$ cat config.mk
export PLATFORM = sky130hd
export DESIGN_NAME = wildcard_alarm_table_scheduler
export DESIGN_NICKNAME = d
export VERILOG_FILES = /design/src/sv/wats_pkg.sv /design/src/sv/wildcard_alarm_table_scheduler.sv /design/src/sv/wats_cell.sv /design/src/sv/wats_collect.sv
export SDC_FILE = /design/constraint.sdc
export NUM_CORES = 1
export LEC_CHECK = 0
export ABC_AREA = 1
export ABC_CLOCK_PERIOD_IN_PS = 3300
export BUFFER_PORTS_ARGS = -buffer_cell sky130_fd_sc_hd__buf_2
export CAP_MARGIN = 20
export CORE_MARGIN = 2
export CORE_UTILIZATION = 59
export CTS_BUF_LIST = sky130_fd_sc_hd__clkbuf_8
export DETAILED_ROUTE_END_ITERATION = 6
export GPL_ROUTABILITY_DRIVEN = 0
export PLACE_DENSITY = 0.77
export SKIP_CTS_REPAIR_TIMING = 1
export SYNTH_ARGS = -nofsm -noshare
export SYNTH_HDL_FRONTEND = slang
export SYNTH_SLANG_ARGS = --single-unit
$ cat constraint.sdc
create_clock -name clk -period 3.3 [get_ports clk]
set_clock_uncertainty 0.05 [all_clocks]
set_input_delay 0.33 -clock clk [delete_from_list [all_inputs] [get_ports clk]]
set_output_delay 0.33 -clock clk [all_outputs]
set_load 0.05 [all_outputs]
$ cat src/sv/wats_pkg.sv
`default_nettype none
// ----------------------------------------------------------------------------
// Alarm table scheduler package
// Shared types, constants and the wildcard match function.
// ----------------------------------------------------------------------------
package wats_pkg;

	localparam int ENTRIES     = 16;
	localparam int IDX_W       = 4;
	localparam int TYPE_W      = 8;
	localparam int CFG_IDX_W   = 2;
	localparam int CFG_DATA_W  = 5;
	localparam int ACTIVE_W    = 5;
	localparam int HOLDOFF_W   = 5;
	localparam logic [HOLDOFF_W-1:0] HOLDOFF_RESET = HOLDOFF_W'(30);

	localparam logic [CFG_IDX_W-1:0] CFG_ACTIVE  = CFG_IDX_W'(0);
	localparam logic [CFG_IDX_W-1:0] CFG_HOLDOFF = CFG_IDX_W'(1);

	// Calendar fields in their raw bit form; a field of all ones is a wildcard.
	typedef struct packed {
		logic [6:0] minute;
		logic [5:0] hour;
		logic [3:0] weekday;
		logic [5:0] day;
		logic [4:0] month;
	} wats_time_t;

	typedef struct packed {
		logic              we;
		logic [IDX_W-1:0]  idx;
		wats_time_t        pattern;
		logic [TYPE_W-1:0] mtype;
	} wats_load_t;

	typedef struct packed {
		logic              valid;
		logic [IDX_W-1:0]  idx;
		logic [TYPE_W-1:0] mtype;
	} wats_hit_t;

	function automatic logic wats_match(input wats_time_t pat, input wats_time_t now);
		logic m;
		m = ((pat.month   == '1) || (pat.month   == now.month))   &&
		    ((pat.day     == '1) || (pat.day     == now.day))     &&
		    ((pat.weekday == '1) || (pat.weekday == now.weekday)) &&
		    ((pat.hour    == '1) || (pat.hour    == now.hour))    &&
		    ((pat.minute  == '1) || (pat.minute  == now.minute));
		return m;
	endfunction

endpackage
`default_nettype wire

$ cat src/sv/wildcard_alarm_table_scheduler.sv
`default_nettype none
// ----------------------------------------------------------------------------
// Wildcard alarm table scheduler
// A load writes one alarm entry without raising busy, so the next item may
// follow at once. A tick holds busy while its token walks the row of 16
// cells, one cell per cycle, and the next item is taken once busy drops;
// fired words pass through the collector and the final one carries last. Reset
// clears every fired flag and holdoff count, sets active_entries to 0 and
// holdoff_limit to 30.
// ----------------------------------------------------------------------------
module wildcard_alarm_table_scheduler (
	input  wire                            clk,
	input  wire                            arst_n,
	input  wire                            start,
	output logic                           busy,
	input  wire                            kind,
	input  wire [3:0]                      entry_index,
	input  wire signed [4:0]               month,
	input  wire signed [5:0]               day,
	input  wire signed [3:0]               weekday,
	input  wire signed [5:0]               hour,
	input  wire signed [6:0]               minute,
	input  wire [7:0]                      message_type,
	output logic                           strobe,
	output logic [3:0]                     fired_index,
	output logic [7:0]                     fired_type,
	output logic                           last,
	input  wire                            cfg_valid,
	output logic                           cfg_ready,
	input  wire [wats_pkg::CFG_IDX_W-1:0]  cfg_index,
	input  wire [wats_pkg::CFG_DATA_W-1:0] cfg_data
);
	import wats_pkg::*;

	logic [ACTIVE_W-1:0]  active_q;
	logic [HOLDOFF_W-1:0] limit_q;
	logic                 busy_q;
	logic                 accept;
	logic                 tick_acc;
	wats_time_t           now;
	wats_load_t           load;
	logic                 tok [ENTRIES+1];
	wats_time_t           tm  [ENTRIES+1];
	wats_hit_t            hits [ENTRIES];
	wats_hit_t            hit_any;

	assign accept   = start && !busy_q;
	assign tick_acc = accept && kind;

	assign now.month   = $unsigned(month);
	assign now.day     = $unsigned(day);
	assign now.weekday = $unsigned(weekday);
	assign now.hour    = $unsigned(hour);
	assign now.minute  = $unsigned(minute);

	assign load.we      = accept && !kind;
	assign load.idx     = entry_index;
	assign load.pattern = now;
	assign load.mtype   = message_type;

	assign tok[0] = tick_acc;
	assign tm[0]  = now;

	for (genvar g = 0; g < ENTRIES; g++) begin : g_cell
		wats_cell u_cell (
			.clk    (clk),
			.arst_n (arst_n),
			.my_idx (IDX_W'(g)),
			.load   (load),
			.active (active_q),
			.limit  (limit_q),
			.tok_i  (tok[g]),
			.time_i (tm[g]),
			.tok_o  (tok[g+1]),
			.time_o (tm[g+1]),
			.hit    (hits[g])
		);
	end

	// Only the cell holding the token can hit, so the hits merge by OR.
	always_comb begin
		hit_any = '0;
		for (int i = 0; i < ENTRIES; i++) begin
			hit_any = wats_hit_t'(hit_any | hits[i]);
		end
	end

	wats_collect u_collect (
		.clk         (clk),
		.arst_n      (arst_n),
		.hit         (hit_any),
		.done        (tok[ENTRIES]),
		.strobe      (strobe),
		.fired_index (fired_index),
		.fired_type  (fired_type),
		.last        (last)
	);

	always_ff @(posedge clk or negedge arst_n) begin
		if (!arst_n) begin
			busy_q   <= 1'b0;
			active_q <= '0;
			limit_q  <= HOLDOFF_RESET;
		end else begin
			if (tick_acc) begin
				busy_q <= 1'b1;
			end else if (tok[ENTRIES]) begin
				busy_q <= 1'b0;
			end
			if (cfg_valid && cfg_ready) begin
				unique case (cfg_index)
					CFG_ACTIVE:  active_q <= cfg_data;
					CFG_HOLDOFF: limit_q  <= cfg_data;
					default: ;
				endcase
			end
		end
	end

	assign busy      = busy_q;
	// A register write never lands on the edge that starts a scan.
	assign cfg_ready = !busy_q && !start;

endmodule
`default_nettype wire

$ cat src/sv/wats_cell.sv
`default_nettype none
// ----------------------------------------------------------------------------
// Alarm table cell
// Holds one alarm entry with its fired flag and holdoff count, evaluates the
// tick token as it passes and hands the token on to the next cell.
// ----------------------------------------------------------------------------
module wats_cell (
	input  wire                          clk,
	input  wire                          arst_n,
	input  wire [wats_pkg::IDX_W-1:0]    my_idx,
	input  wire wats_pkg::wats_load_t    load,
	input  wire [wats_pkg::ACTIVE_W-1:0] active,
	input  wire [wats_pkg::HOLDOFF_W-1:0] limit,
	input  wire                          tok_i,
	input  wire wats_pkg::wats_time_t    time_i,
	output logic                         tok_o,
	output wats_pkg::wats_time_t         time_o,
	output wats_pkg::wats_hit_t          hit
);
	import wats_pkg::*;

	wats_time_t          pattern_q;
	logic [TYPE_W-1:0]   mtype_q;
	logic                flag_q;
	logic [HOLDOFF_W-1:0] count_q;
	logic                tok_q;
	wats_time_t          time_q;

	logic                 load_me;
	logic                 enabled;
	logic                 fire;
	logic [HOLDOFF_W:0]   count_inc;

	assign load_me   = load.we && (load.idx == my_idx);
	assign enabled   = tok_i && ({1'b0, my_idx} < active);
	assign fire      = enabled && !flag_q && wats_match(pattern_q, time_i);
	assign count_inc = {1'b0, count_q} + (HOLDOFF_W+1)'(1);

	always_ff @(posedge clk) begin
		if (load_me) begin
			pattern_q <= load.pattern;
			mtype_q   <= load.mtype;
		end
		time_q <= time_i;
	end

	always_ff @(posedge clk or negedge arst_n) begin
		if (!arst_n) begin
			flag_q  <= 1'b0;
			count_q <= '0;
			tok_q   <= 1'b0;
		end else begin
			tok_q <= tok_i;
			if (load_me) begin
				flag_q  <= 1'b0;
				count_q <= '0;
			end else if (enabled && flag_q) begin
				// A disarmed entry counts ticks and re-arms once past the limit.
				if (count_inc > {1'b0, limit}) begin
					flag_q  <= 1'b0;
					count_q <= '0;
				end else begin
					count_q <= count_inc[HOLDOFF_W-1:0];
				end
			end else if (fire) begin
				flag_q  <= 1'b1;
				count_q <= '0;
			end
		end
	end

	assign tok_o     = tok_q;
	assign time_o    = time_q;
	assign hit.valid = fire;
	assign hit.idx   = fire ? my_idx : '0;
	assign hit.mtype = fire ? mtype_q : '0;

endmodule
`default_nettype wire

$ cat src/sv/wats_collect.sv
`default_nettype none
// ----------------------------------------------------------------------------
// Alarm result collector
// Holds back each hit by one so that the final word of a tick can be marked.
// ----------------------------------------------------------------------------
module wats_collect (
	input  wire                          clk,
	input  wire                          arst_n,
	input  wire wats_pkg::wats_hit_t     hit,
	input  wire                          done,
	output logic                         strobe,
	output logic [wats_pkg::IDX_W-1:0]   fired_index,
	output logic [wats_pkg::TYPE_W-1:0]  fired_type,
	output logic                         last
);
	import wats_pkg::*;

	wats_hit_t         pend_q;
	logic              pend_valid_q;
	logic              strobe_q;
	logic [IDX_W-1:0]  idx_q;
	logic [TYPE_W-1:0] type_q;
	logic              last_q;
	logic              emit;

	// A pending word leaves when a newer hit arrives or when the scan ends.
	assign emit = pend_valid_q && (hit.valid || done);

	always_ff @(posedge clk) begin
		if (hit.valid) begin
			pend_q <= hit;
		end
		if (emit) begin
			idx_q  <= pend_q.idx;
			type_q <= pend_q.mtype;
			last_q <= !hit.valid;
		end
	end

	always_ff @(posedge clk or negedge arst_n) begin
		if (!arst_n) begin
			pend_valid_q <= 1'b0;
			strobe_q     <= 1'b0;
		end else begin
			strobe_q <= emit;
			if (hit.valid) begin
				pend_valid_q <= 1'b1;
			end else if (done) begin
				pend_valid_q <= 1'b0;
			end
		end
	end

	assign strobe      = strobe_q;
	assign fired_index = idx_q;
	assign fired_type  = type_q;
	assign last        = last_q;

endmodule
`default_nettype wire

==> results of run 1 <==
layout make-up:
| class | count | area, sq um |
|---|---|---|
| fill | 5338 | 24600 |
| sequential | 1146 | 29600 |
| multi-input combinational | 2566 | 13000 |
| timing repair buffer | 169 | 1330 |
| clock inverter | 119 | 766 |
| antenna | 5 | 12.5 |
| tap | 978 | 1220 |
| clock buffer | 201 | 2770 |
| inverter | 640 | 2400 |
flip-flops by register name, indices dropped and copies added (netlist names):
register,flops
u_collect.pend_q,12
g_cell.u_cell.time_o,420
u_collect.fired_type,8
limit_q,5
u_collect.strobe,1
g_cell.u_cell.mtype_q,128
g_cell.u_cell.pattern_q,448
busy,1
active_q,5
g_cell.u_cell.count_q,80
g_cell.u_cell.flag_q,16
u_collect.fired_index,4
u_collect.pend_valid_q,1
g_cell.u_cell.tok_o,16
u_collect.last,1
how the worst max path moves through the flow:
stage                                           to  slack [ns]  depth (start not counted)   startpoint
after floorplan            g_cell[8].u_cell.flag_q       -0.13                          8         busy
after global placement     u_collect.fired_type[6]        0.58                         13  active_q[2]
after detailed placement  u_collect.fired_index[0]        0.57                         13  active_q[2]
after CTS                  u_collect.fired_type[4]        0.54                         13  active_q[2]
after global routing       u_collect.fired_type[3]        0.07                         15         busy
final                      u_collect.fired_type[0]        0.19                         15         busy
cell usage after synthesis, drive strengths merged:
master	n	area share [%]
nor4	2	0.028
o211ai	5	0.084
ha	96	2.7
and3	2	0.028
buf	5	0.10
o21bai	3	0.050
a31oi	1	0.014
dfrtp	121	6.7
a221oi	3	0.058
dfstp	4	0.23
edfxtp	601	40
nand2	1005	8.4
xnor2	60	1.2
a22o	2	0.039
nand4	97	1.4
or2	23	0.32
a32o	4	0.089
o21ai	89	1.0
nand3b	20	0.33
a21oi	71	0.84
a22oi	3	0.050
nor2	578	5.0
mux2i	10	0.22
o32ai	3	0.058
nor3	50	0.60
a21boi	3	0.058
xor2	144	2.8
o22ai	19	0.26
o221ai	1	0.019
inv	640	5.3
clkbuf	1	0.0083
nor3b	1	0.017
a211oi	3	0.050
o21a	1	0.017
dfxtp	420	19
nand3	265	3.0
o2111a	1	0.025
o31ai	1	0.017
power groups by stage:
stage	Sequential, mW	Combinational (mW)	Clock [mW]
after detailed placement	15.8	0.653	0
after global placement	15.8	0.625	0
after global routing	15.5	0.797	12.4
final	15.5	0.706	11.6
after CTS	15.5	0.660	11.8
after floorplan	15.7	0.346	0
cells in the final DEF (no fill, tap or decap), types with 4 or more instances in the layout:
master	n
o211ai_1	5
inv_2	7
nor2_2	6
buf_4	45
nand3b_1	20
nand4_1	96
dlygate4sd3_1	49
inv_1	696
a32o_1	4
xor2_1	144
dfxtp_1	420
nor2_4	22
nand2_1	1002
nand3_1	264
o21ai_0	81
bufinv_16	8
o21ai_2	4
inv_8	5
clkinv_1	12
or2_2	14
a21oi_1	67
buf_12	8
nor2_1	549
o22ai_1	19
diode_2	5
ha_1	96
dfrtp_1	121
buf_2	66
or2_1	7
mux2i_1	10
clkinv_2	22
xnor2_1	60
clkbuf_8	201
nor3_1	46
dfstp_2	4
edfxtp_1	601
nor3_2	4
clkinvlp_4	5
metal layers:
metal | track usage [%] | routed length (um) | part of all wire (%) | vias to the layer above
li1 | - | - | - | 14855
met1 | 31.1 | 40100 | 40 | 14299
met2 | 42.9 | 47900 | 48 | 1053
met3 | 5.91 | 7680 | 7.6 | 298
met4 | 13.5 | 4860 | 4.8 | 10
met5 | 0 | 56 | 0.056 | -
worst max-delay path, delay by kind of cell (launching register included):
kind | cells | cell delay (ns)
and+or+nand+nor | 8 | 0.95
buffers and inverters | 5 | 1.14
DFF | 1 | 0.42
AOI/OAI and AO/OA | 2 | 0.24
cell families (layout without fill, tap and decap cells):
logic type,Yosys count,in the layout
multiplexers,10,10
AO/OA/AOI/OAI,213,213
XOR/XNOR,204,204
flip-flops,1146,1146
adder cells (fa/ha/maj),96,96
other,0,5
AND/OR/NAND/NOR,2043,2043
buffers and inverters,646,1129
metrics by stage:
| stage | power [mW] | utilization (%) | hold slack [ns] | std cells | instance area [sq um] |
|---|---|---|---|---|---|
| floorplan | 16.1 | - | -0.0156 | 4358 | 45000 |
| detailed placement | 16.4 | 62.2 | 0.303 | 5450 | 47100 |
| global route | 28.7 | 67.5 | 0.112 | 5823 | 51100 |
| finish | 27.8 | 67.5 | 0.0767 | 5824 | 51100 |
| global placement | 16.4 | 62.2 | 0.300 | 5450 | 47100 |
| CTS | 28.0 | 66.9 | -0.478 | 5770 | 50600 |
==> reports/metrics.yaml, run 1 <==
setup_path:
  slowest_stage: "dlygate4sd3_1"
  r2r_slack_ns: 0.19
  reg2reg_from: "busy"
  critical_path_required_ns: 3.76
  crit_type: "reg -> reg"
  cp_cell_sequence: "inv_1, nand3_1, dlygate4sd3_1, inv_1, o21ai_2, inv_2, nand2_1, nor2_1, nand2_1, nand2_1, nor2_1, nand2_1, nor2_2, a21oi_2, buf_4"
  reg2reg_depth: 15
  crit_top_cell: "nand2_1"
  r2r_end: "u_collect.fired_type[0]"
  cp_slowest_stage_delay_ns: 0.60
  critPathArrivalTime_ns: 3.57
  endpoint_kind: "flip-flop"
  critPathMaxFanout: 14
  start_kind: "flip-flop"
sta:
  min_period_ns: 3.11
  hold_viol: 0
  fmax_mhz: 321
  period_share_pct: 94.4
  worstMarginPinSlew_ns: 0.936
  rsz0062_at_grt: "no"
  max_slew_margin_pct: 37.6
  postLayoutSetupSlackWorst_ns: 0.186
  setup_viol: 0
  setup-tns-final_ns: 0
  drv_slew: 0
placement:
  dp_hpwl_um: 71400
  dp_slack_ns: 0.570
  io_buffers: 67
power:
  power.share.switching_pct: 21.8
  p_comb_share_pct: 2.5
  seqPwrFrac_pct: 55.6
  powerDensity_nw_per_um2: 544
  internal_power_mw: 21.8
  clockPowerShare_pct: 41.8
  cellLeakagePower_nw: 23.0
  ir_drop_mv: 0.556
  switchingPower_mw: 6.07
global_routing:
  track_usage_pct: 25.7
  grt_pass1_wl_um: 154000
  grt_max_degree: 88
  first_global_vias: 29715
  overflow: 0
  antenna_found_initial: 9
clock_network:
  numCtsBuffers: 171
  clock_sinks: 1146
  h-tree-depth: 4
  ctsLongestPathBuffers: 3
  clock_latency_ns: 0.83
  cts_tree: "built"
  cts_root_buf: "clkbuf_8"
  clk_pin_slew_worst_paths_ns: 0.06
yosys:
  synth_top_family_by_area: "simple AND/OR/NAND/NOR gates"
  synth-simple-area-share_pct: 19.1
  synth_seq_cells: 1146
  netlist_instances: 4358
  synth_cell_types: 55
  yosysSeqAreaShare_pct: 65.8
  synth_xor_area_share_pct: 3.97
  yosysWarnings: 0
  synthMuxAreaShare_pct: 0.223
  synth-compound-area-share_pct: 2.78
  synth.cell_area_sq_um: 45000
  synth_nets: 4506
  syn_area_per_cell_sq_um: 10.3
  synth-adder-area-share_pct: 2.67
detailed_routing:
  routed_wl_um: 101000
  first_iter_violations: 2322
  vias: 30515
  post-route-drc-count: 0
  firstDrtPassIters: 6
  wl_per_cell_um: 17.3
  routed_via_density: 5.24
  antenna_left: 0
floorplanning:
  die_area_sq_um: 78400
  io_pins: 68
  start_util_pct: 59.4
  dieHeight_um: 280
  core_area_sq_um: 75700
  die_w_um: 280
  num_rows: 101
hold_path:
  hp-class: "in -> reg"
  hold_start: "start"
  hold_depth: 4
  whs_endpoint: "limit_q[4]"
cells_and_area:
  finalNetCount: 4842
  area_growth_pct: 13.7
  drive_gt1_share_pct: 9.05
run_status:
  status: "completed"
run:
  cap_viol_max_count: 0
(Power assumes the default switching activity.)
==> run 2, diff against run 1 <==
Settings changed: PLACE_DENSITY 0.77 to 0.82.
==> run 2 against run 1 <==
Sequential share of layout area increased by 0.14 points. Cell area shrank 0.24%. Setup slack better by 0.24 ns. The run now ends with DRC, hold timing left. Global-route usage grew 0.89 points. Via count is 1.9% higher. First-iteration DRC count rose by 14%. Utilization decreased by 0.17 points. Clock-buffer cell count up 1.
==> reports/metrics.yaml, run 2 (synthesized netlist as in run 1, its figures left out) <==
sta:
  holdWs_ns: -0.0100  # -0.0868 ns
  hold_viol: 2  # +2
  drv_slew: 0  # unchanged
  period_share_pct: 87.2  # -7.2 points
  setup_viol: 0  # unchanged
  postLayoutSetupSlackWorst_ns: 0.423  # +0.237 ns
  worstMarginPinSlew_ns: 0.969  # +0.0332 ns
  fmax_mhz: 348  # +8.3%
  min_period_ns: 2.88  # -0.237 ns
  setup-tns-final_ns: 0  # unchanged
  rsz0062_at_grt: "no"
  max_slew_margin_pct: 35.4  # -2.2 points
run_status:
  violations: "DRC, hold timing"
  status: "complete, but fails checks"
floorplanning:
  die_w_um: 280  # unchanged
  dieHeight_um: 280  # unchanged
  io_pins: 68  # unchanged
  core_area_sq_um: 75700  # unchanged
  num_rows: 101  # unchanged
  start_util_pct: 59.4  # unchanged
  die_area_sq_um: 78400  # unchanged
setup_path:
  critPathMaxFanout: 14  # unchanged
  startpoint: "busy"
  critical_path_required_ns: 3.77  # about the same
  start_kind: "flip-flop"
  crit_top_cell: "nand2_1"
  r2r_slack_ns: 0.42  # +0.24 ns
  critPathArrivalTime_ns: 3.35  # -0.22 ns
  reg2reg_depth: 15  # unchanged
  cp_cell_sequence: "inv_1, nand3_1, dlygate4sd3_1, inv_1, o21ai_2, inv_2, nand2_1, nor2_1, nand2_1, nand2_1, nor2_1, nand2_1, nor2_2, a21oi_2, buf_4"
  endpoint_kind: "flip-flop"
  slowest_stage: "dlygate4sd3_1"
  reg2reg_from: "busy"
  cp_slowest_stage_delay_ns: 0.57  # -0.03 ns
  crit_type: "reg -> reg"
global_routing:
  grt_max_degree: 62  # -30%
  track_usage_pct: 26.6  # +0.89 points
  antenna_found_initial: 6  # -3
  grt_pass1_wl_um: 160000  # +3.4%
  first_global_vias: 30947  # +4.1%
  overflow: 0  # unchanged
hold_path:
  hp-class: "in -> reg"
  hold_depth: 3  # -1
  hold_start: "cfg_index[1]"
run:
  cap_viol_max_count: 0  # unchanged
detailed_routing:
  wl_met2_um: 50600  # +5.6%
  wl_per_cell_um: 17.8  # +3.1%
  vias: 31104  # +1.9%
  routed_wl_um: 104000  # +3.0%
  routed_via_density: 5.35  # +2.0%
  antenna_left: 0  # unchanged
  met3_length_um: 8440  # +10%
  wl_met1_um: 39000  # -2.9%
  first_iter_violations: 2658  # +14%
  top_layer: "met5"
  post-route-drc-count: 7  # +7
  firstDrtPassIters: 7  # +1
clock_network:
  cts_root_buf: "clkbuf_8"
  numCtsBuffers: 173  # +1.2%
  cts_tree: "built"
  clock_latency_ns: 0.84  # about the same
  clk_pin_slew_worst_paths_ns: 0.06  # about the same
  ctsLongestPathBuffers: 3  # unchanged
  h-tree-depth: 4  # unchanged
  clock_sinks: 1146  # unchanged
placement:
  io_buffers: 67  # unchanged
  dp_hpwl_um: 71800  # +0.64%
  dp_slack_ns: 0.575  # +0.00421 ns
  dpl.cell_count: 5442  # -0.15%
cells_and_area:
  layout_commonest_cell: "nand2_1"
  finalNetCount: 4836  # -0.12%
  drive_gt1_share_pct: 8.75  # -0.30 points
  final_cell_mix: "1,002 x nand2_1, 696 x inv_1, 601 x edfxtp_1, 549 x nor2_1, 420 x dfxtp_1"
  final_util_pct: 67.4  # -0.17 points
  stdcell_count: 5818  # -0.10%
  area_growth_pct: 13.4
  largest-register: "g_cell.u_cell.pattern_q"
  largest_reg_flops: 448  # unchanged
power:
  cellLeakagePower_nw: 22.9  # -0.32%
  ir_drop_mv: 0.535  # -3.7%
  powerDensity_nw_per_um2: 541  # -0.56%
## run 2: power breakdown
group	leakage [nW]	total (mW)	internal (mW)	switching (mW)
clock network	2.01	11.4	6.00	5.40
registers	10.6	15.5	15.3	0.207
logic	10.3	0.713	0.253	0.460
## run 2: final timing paths
kind                                                endpoint
worst max-delay path                u_collect.fired_index[2]
worst min-delay path                              limit_q[2]
worst max register to register      u_collect.fired_index[2]
worst min register to register  g_cell[10].u_cell.time_o[17]
max in group asynchronous       g_cell[13].u_cell.count_q[1]
min in group asynchronous       g_cell[13].u_cell.count_q[4]
## run 2: layer usage
layer	up-vias	GRT usage [%]
li1	14851	-
met1	14709	31.3
met2	1234	45.0
met3	304	6.04
met4	6	15.2
met5	-	0
## run 2: critical path, delay by kind of cell (launching register included)
kind                   cells  cell delay, ns
flip-flops                 1            0.42
buffers and inverters      5            1.11
AND/OR/NAND/NOR            8            0.79
AO/OA/AOI/OAI              2            0.23
## run 2: area by class of cell
cell class | count | area [sq um]
antenna | 3 | 7.51
tap | 978 | 1220
clock buffer | 202 | 2780
inverter | 640 | 2400
fill | 5144 | 24700
timing repair buffer | 161 | 1280
clock inverter | 122 | 683
multi-input combinational | 2566 | 13000
sequential | 1146 | 29600
## run 2: per-stage QoR
step | power, mW | instance area [sq um]
4_1_cts | 27.7 | 50500
5_1_grt | 28.5 | 51000
3_3_place_gp | 16.4 | 47000
3_5_place_dp | 16.4 | 47000
2_1_floorplan | 16.1 | 45000
6_report | 27.6 | 51000
